### src/rtl/pfa_pkg.sv
// ----------------------------------------------------------------------------
// pfa_pkg: shared types and constants of the page frame allocator
// Pool size, field widths, operation and status codes, controller states
// and the command/status bundles between controller and datapath.
// ----------------------------------------------------------------------------
package pfa_pkg;

  localparam int unsigned PAGES  = 1024;
  localparam int unsigned IDX_W  = 10;
  localparam int unsigned REF_W  = 8;
  localparam int unsigned FUNC_W = 3;
  localparam int unsigned STAT_W = 3;
  localparam int unsigned PAGE_W = $clog2(PAGES);
  localparam int unsigned FREE_W = $clog2(PAGES + 1);

  localparam logic [REF_W-1:0] REF_MAX = '1;

  typedef enum logic [FUNC_W-1:0] {
    FN_ALLOC = 3'd0,
    FN_FREE  = 3'd1,
    FN_ADD   = 3'd2,
    FN_DROP  = 3'd3,
    FN_COW   = 3'd4,
    FN_READ  = 3'd5
  } func_e;

  typedef enum logic [STAT_W-1:0] {
    ST_OK        = 3'd0,
    ST_EMPTY     = 3'd1,
    ST_UNDERFLOW = 3'd2,
    ST_SOLE      = 3'd3,
    ST_SATURATED = 3'd4,
    ST_FULL      = 3'd5
  } status_e;

  typedef enum logic [1:0] {
    S_CLEAR,
    S_IDLE,
    S_POP,
    S_EXEC
  } state_e;

  typedef struct packed {
    logic clr_we;
    logic accept;
    logic pop;
    logic commit;
  } pfa_cmd_t;

  typedef struct packed {
    logic clr_last;
    logic alloc_go;
  } pfa_sts_t;

endpackage

### src/rtl/pfa_ctrl.sv
// ----------------------------------------------------------------------------
// pfa_ctrl: request sequencer of the page frame allocator
// Runs the count clearing sweep, accepts items, steps pops and commits
// results into the output register.
// ----------------------------------------------------------------------------
module pfa_ctrl
  import pfa_pkg::*;
(
  input  logic     clk_i,
  input  logic     rst_ni,
  input  logic     in_valid_i,
  output logic     in_ready_o,
  output logic     out_valid_o,
  input  logic     out_ready_i,
  input  pfa_sts_t sts_i,
  output pfa_cmd_t cmd_o
);

  state_e state_q, state_d;
  logic   out_valid_q, out_valid_d;

  always_ff @(posedge clk_i or negedge rst_ni) begin
    if (!rst_ni) begin
      state_q     <= S_CLEAR;
      out_valid_q <= 1'b0;
    end else begin
      state_q     <= state_d;
      out_valid_q <= out_valid_d;
    end
  end

  always_comb begin
    state_d    = state_q;
    cmd_o      = '0;
    in_ready_o = 1'b0;
    unique case (state_q)
      S_CLEAR: begin
        cmd_o.clr_we = 1'b1;
        if (sts_i.clr_last) begin
          state_d = S_IDLE;
        end
      end
      S_IDLE: begin
        in_ready_o = 1'b1;
        if (in_valid_i) begin
          cmd_o.accept = 1'b1;
          state_d      = sts_i.alloc_go ? S_POP : S_EXEC;
        end
      end
      S_POP: begin
        cmd_o.pop = 1'b1;
        state_d   = S_EXEC;
      end
      S_EXEC: begin
        // hold until the output register is free
        if (!out_valid_q || out_ready_i) begin
          cmd_o.commit = 1'b1;
          state_d      = S_IDLE;
        end
      end
    endcase
  end

  always_comb begin
    priority if (cmd_o.commit) begin
      out_valid_d = 1'b1;
    end else if (out_ready_i) begin
      out_valid_d = 1'b0;
    end else begin
      out_valid_d = out_valid_q;
    end
  end

  assign out_valid_o = out_valid_q;

endmodule

### config.mk
export PLATFORM = sky130hd
export DESIGN_NAME = pfa_ctrl
export DESIGN_NICKNAME = d
export VERILOG_FILES = /design/src/rtl/pfa_pkg.sv /design/src/rtl/pfa_ctrl.sv
export SDC_FILE = /design/constraint.sdc
export NUM_CORES = 1
export LEC_CHECK = 0
export CORE_AREA = 10 10 47 49
export CTS_CLUSTER_DIAMETER = 100
export DETAILED_ROUTE_END_ITERATION = 8
export DIE_AREA = 0 0 57 59
export DONT_BUFFER_PORTS = 1
export GPL_TIMING_DRIVEN = 0
export SLEW_MARGIN = 15
export SYNTH_ARGS = -nofsm -noshare
export SYNTH_HDL_FRONTEND = slang
export SYNTH_SLANG_ARGS = --single-unit
### constraint.sdc
create_clock -name clk_i -period 3.85 [get_ports clk_i]
set_clock_uncertainty 0.2 [all_clocks]
set_input_delay 0.77 -clock clk_i [delete_from_list [all_inputs] [get_ports clk_i]]
set_output_delay 0.77 -clock clk_i [all_outputs]
set_load 0.005 [all_outputs]
After elaboration in Yosys (flattened, before gate mapping)

Cells that the tools add are included.

Flip-flop bits (word level): 3
Input bits: 6
Output and inout bits: 6
Word-level logic and storage cells: 27

Equality and inequality tests: 6
Muxes and demuxes: 14
Reduce and logical (&&, ||, !) cells: 5

Operators with widths:

| operator                                            | number |
|---|---|
| two-way mux 1 bit                                   | 10 |
| case mux 2 bit (4 select lines)                     | 1 |
| two-way mux 2 bit                                   | 3 |
| != test 2 bit, second input constant                | 3 |
| equality test 2 bit, second input constant          | 2 |
| AND reduction 3 bit                                 | 1 |
| equality test 2 x 1 -> 1 bit, second input constant | 1 |
| logical NOT 2 bit                                   | 1 |
| nonzero test 2 bit                                  | 1 |
| logical NOT 1 bit                                   | 1 |
| logical OR 1 bit                                    | 1 |

Longest topological paths before layout

Gate-level depths: netlist of the first run.

Depth in word-level cells: 5
Gate-level depth with buffers: 5
Depth with buffers taken out: 5

Worst setup path before layout of the first run

OpenSTA, ideal clock, no wires.

Kind: in2out
From: input port out_ready_i
To: output port cmd_o[0] (netlist bit)
Arrival: 1.164 ns
Data required time: 2.880 ns
Setup slack: 1.716 ns
Stages: 3
Path buffers: 1
Cells stage by stage: nand2b_4 -> and2_1 -> buf_4

RTL lines:

| item            | RTL line       | source |
|---|---|---|
| start, declared | pfa_ctrl.sv:14 | `input logic out_ready_i,` |
| end, declared   | pfa_ctrl.sv:16 | `output pfa_cmd_t cmd_o` |

==> impl_metrics.json, run 1 <==
{
  "yosysWarnings": 0,
  "reg2reg_setup_slack_ns": 2.15,
  "avgSynthCellArea_um2": 10.6,
  "p_per_area_nw_per_um2": 855,
  "grt_pass1_vias": 185,
  "syn2layout_area_growth_pct": 19.9,
  "worst_setup_path_start_kind": "input port",
  "wl_um": 533,
  "outcome": "finished clean",
  "ys_types": 12,
  "fmaxAchievable_mhz": 465,
  "clk_latency_ns": 0.23,
  "first_iter_violations": 1,
  "hold_buffers": 0,
  "ant_nets": 0,
  "routabilityCongestion": 0.632,
  "cts_resized": 0,
  "syn-cell-area_um2": 233,
  "p_leak_nw": 0.135,
  "drive_gt1_share_pct": 23.1,
  "drv_cap": 0,
  "period_share_pct": 55.8,
  "slew_violations": 0,
  "ir_drop_uv": 144,
  "final_cell_mix": "4 x inv_1, 4 x ha_1, 3 x clkbuf_4, 3 x dfrtp_1",
  "h-tree-depth": 1,
  "finalHoldViolCount": 0,
  "ff2ff_path_depth": 5,
  "initial_core_util_pct": 16.6,
  "yosysSeqAreaShare_pct": 32.3,
  "ys_ff_latch": 3,
  "wl_per_cell_um": 12.7,
  "port_buffers": 0,
  "setup_tns_ns": 0,
  "finalCriticalPeriod_ns": 2.15,
  "fp.dieW_um": 57,
  "grt_pass1_wl_um": 807,
  "dp_hpwl_um": 489,
  "setup_viol": 0,
  "nNetsFinal": 37,
  "drc_errors": 0,
  "vias_per_cell": 3.71,
  "insertedDiodeCount": 0,
  "grt_max_degree": 5,
  "worstSetupPathType": "input port to output port",
  "hold_ws_ns": 0.0338,
  "clock_sinks": 3,
  "total_power_mw": 0.239,
  "postCtsSetupBuffers": 0,
  "clk_pin_slew_worst_paths_ns": 0.04,
  "dr_total_vias": 156,
  "cp.arrival_ns": 1.18,
  "critical_path_required_ns": 2.88,
  "slew_headroom_pct": 86.8,
  "clockBufferDepth": 2,
  "antenna_found_initial": 0,
  "crit-reg2reg-launch": "state_q[1]",
  "dp.cells": 38,
  "track_usage_pct": 3.37,
  "grt_overflow": 0,
  "path_max_fanout": 3,
  "instances_no_fill": 42,
  "fp.dieH_um": 59,
  "worstMarginPinSlew_ns": 0.198,
  "core_area_um2": 1400,
  "fp.dieArea_um2": 3360,
  "root_buffer": "clkbuf_4",
  "syn_nets": 32,
  "drt_pass1_iterations": 2,
  "synthCells": 22,
  "cts_buffers": 3,
  "r2r-end": "state_q[1]",
  "end_kind": "output port",
  "hold_class": "input port to async pin",
  "rows": 14,
  "tritoncts": "yes",
  "rsz0062_at_grt": "no",
  "num_io_pins": 12
}
## flip-flops by register name, summed over array words and instances, names as in the netlist
register and count:
out_valid_o 1, state_q 2
## logic make-up (layout without fill, tap and decap cells)
group                      after synthesis  in the layout  share of synthesized area (%)
adders and majority gates                4              4                           21.5
muxes                                    2              2                           9.68
DFF                                      3              3                           32.3
buffers and inverters                    6             10                           11.3
and+or+nand+nor                          5              5                           15.6
AOI/OAI and AO/OA                        2              2                           9.68
## worst max-delay path, stage by stage
cell and delay, ns:
nand2b_4 0.13, and2_1 0.15, buf_4 0.13
## synthesized netlist by cell type, drive strengths merged
master | n | area share, %
o221ai | 1 | 6.4
dfrtp | 3 | 32
o211ai | 1 | 3.2
clkinv | 1 | 1.6
ha | 4 | 22
mux2 | 2 | 9.7
and2 | 2 | 5.4
nand2 | 1 | 1.6
nand2b | 2 | 8.6
inv | 4 | 6.4
buf | 1 | 3.2
## per-layer routing
metal | part of all wire, % | up-vias | wire, um | global-route usage [%]
met1 | 26 | 74 | 137 | 1.90
met3 | 20 | 0 | 106 | 3.86
met2 | 54 | 7 | 289 | 5.43
met5 | 0 | - | 0 | 0
met4 | 0 | 0 | 0 | 3.02
li1 | - | 75 | - | -
## final cells by class
| cell class | instances | area (um2) |
|---|---|---|
| fill | 167 | 1120 |
| tap | 16 | 20.0 |
| buffer | 1 | 7.51 |
| inverter | 5 | 18.8 |
| sequential | 3 | 75.1 |
| clock buffer | 4 | 26.3 |
| multi-input combinational | 13 | 131 |
## power breakdown
part           internal, mW  switching [mW]  total, mW
clock network        0.0388          0.0158     0.0546
registers            0.0491          0.0181     0.0673
logic                0.0570          0.0598      0.117
total                 0.145          0.0937      0.239
## through the flow
step,area (um2),utilization (%),setup slack [ns]
floorplan,233,-,1.72
global placement,253,18.0,1.69
detailed placement,253,18.0,1.69
CTS,279,19.9,1.69
global route,279,19.9,1.67
finish,279,19.9,1.70
## worst max-delay path by stage
stage                     endpoint  slack [ns]  cells after the start         from
final                     cmd_o[0]        1.70                      3  out_ready_i
after global routing      cmd_o[0]        1.67                      3  out_ready_i
after CTS                 cmd_o[0]        1.69                      3  out_ready_i
after detailed placement  cmd_o[0]        1.69                      3  out_ready_i
after global placement    cmd_o[0]        1.69                      3  out_ready_i
after floorplan           cmd_o[0]        1.72                      3  out_ready_i
(Power assumes the default switching activity.)
==> run 2, diff against run 1 <==
clock period = 2.1 ns   (was 3.85 ns; I/O delays follow)
==> impl_metrics.json, run 2 (synthesis gave the netlist of run 1 again) <==
{
  "post-route-util_pct": 20.6,
  "crit-reg2reg-launch": "state_q[1]",
  "worst_setup_path_start_kind": "flop",
  "core_area_um2": 1400,
  "setup_viol": 0,
  "instances_no_fill": 43,
  "tritoncts": "yes",
  "wl_per_cell_um": 12.5,
  "cts_resized": 0,
  "h-tree-depth": 1,
  "hold_end": "out_valid_o",
  "fp.dieH_um": 59,
  "drt_pass1_iterations": 2,
  "finalHoldViolCount": 0,
  "dpl-instance-area_um2": 253,
  "outcome": "finished clean",
  "grt_pass1_wl_um": 821,
  "nNetsFinal": 38,
  "port_buffers": 0,
  "vias_per_cell": 3.70,
  "path_delay_family": "flip-flops",
  "largest_register_ffs": 2,
  "setup_tns_ns": 0,
  "worstMarginPinSlew_ns": 0.198,
  "setup_ws_ns": 0.373,
  "r2r-end": "state_q[1]",
  "ant_nets": 0,
  "worstPathCellList": "ha_1 -> and2_1 -> buf_4",
  "regMostFlops": "state_q",
  "grt_max_degree": 5,
  "postCtsSetupBuffers": 0,
  "end_kind": "output port",
  "worstSetupPathType": "flop to output port",
  "initial_core_util_pct": 16.6,
  "syn2layout_area_growth_pct": 24.2,
  "fp.dieArea_um2": 3360,
  "ff2ff_path_depth": 5,
  "finalCriticalPeriod_ns": 1.73,
  "grt_pass1_vias": 191,
  "insertedDiodeCount": 0,
  "post-place-ws_ns": 0.364,
  "slew_headroom_pct": 86.8,
  "cp.arrival_ns": 1.11,
  "period_share_pct": 82.3,
  "cp_slowest_cell": "dfrtp_1",
  "hold_class": "input port to flop",
  "drv_cap": 0,
  "path_max_fanout": 4,
  "hold_start": "out_ready_i",
  "reg2reg_setup_slack_ns": 0.40,
  "cts_buffers": 3,
  "clk_pin_slew_worst_paths_ns": 0.04,
  "clockBufferDepth": 2,
  "hold_depth": 2,
  "slew_violations": 0,
  "drive_gt1_share_pct": 22.2,
  "rows": 14,
  "track_usage_pct": 3.42,
  "root_buffer": "clkbuf_4",
  "p_per_area_nw_per_um2": 1520,
  "num_io_pins": 12,
  "cpPeakStageDelay_ns": 0.40,
  "dp.cells": 38,
  "fillers": 168,
  "critical_path_required_ns": 1.48,
  "grt_overflow": 0,
  "antenna_found_initial": 0,
  "drc_errors": 0,
  "critPathBufInv": 1,
  "final_cell_mix": "4 x inv_1, 4 x ha_1, 3 x clkbuf_4, 3 x dfrtp_1",
  "fmaxAchievable_mhz": 579,
  "clock_sinks": 3,
  "ir_drop_uv": 264,
  "fp.dieW_um": 57,
  "dr_total_vias": 159,
  "p_leak_nw": 0.139,
  "dp_hpwl_um": 489,
  "wl_um": 536,
  "rsz0062_at_grt": "no",
  "clk_latency_ns": 0.23,
  "final_area_um2": 289,
  "first_iter_violations": 1,
  "routabilityCongestion": 0.632
}
## run 2: changes by cell type in the layout (fill, tap and decap cells not counted)
cell | previous run | this run
dlygate4sd3_1 | 0 | 1
## run 2: area by class of cell
type,instances,area (um2),area share [%]
plain buffers,1,7.51,2.60
clock buffers,4,26.3,9.09
inverters,5,18.8,6.49
multi-input cells,13,131,45.5
flip-flops and latches,3,75.1,26.0
well taps,16,20.0,6.93
repair buffers,1,10.0,3.46
## run 2: per-layer routing
metal,routed length (um),global-route usage (%),part of all wire (%),up-vias
li1,-,-,-,77
met1,139,2.02,26,75
met2,290,5.43,54,7
met3,106,3.86,20,0
met4,0,3.02,0,0
met5,0,0,0,-
## run 2: report_power, final
group          switching [mW]  internal, mW
logic                   0.111         0.106
clock network          0.0289        0.0712
registers              0.0332        0.0901
## run 2: repair_timing
| item | in CTS | in global routing |
|---|---|---|
| hold buffers | 1 | 0 |
| endpoints found under the setup margin | 0 | 0 |
| endpoints found under the hold margin | 3 | 0 |
## run 2: how the worst max path moves through the flow
stage	endpoint	depth (start not counted)	slack, ns	start
floorplan	state_q[0]	5	0.54	state_q[1]
global placement	state_q[1]	5	0.41	state_q[1]
detailed placement	state_q[1]	5	0.36	state_q[1]
CTS	cmd_o[2]	3	0.34	state_q[1]
global route	cmd_o[2]	3	0.30	state_q[1]
finish	cmd_o[0]	3	0.37	state_q[0]
## run 2: metrics by stage
stage / power [mW] / hold slack, ns
after floorplan: 0.298 / -0.0756
after global placement: 0.347 / -0.0755
after detailed placement: 0.351 / -0.0755
after CTS: 0.457 / 0.198
after global routing: 0.491 / 0.221
final: 0.440 / 0.200
## run 2: worst register-to-register path, cell delays in order, from the launching register on
cell	delay [ns]
dfrtp_1	0.40
inv_1	0.10
ha_1	0.21
inv_1	0.09
o221ai_2	0.22
mux2_1	0.35
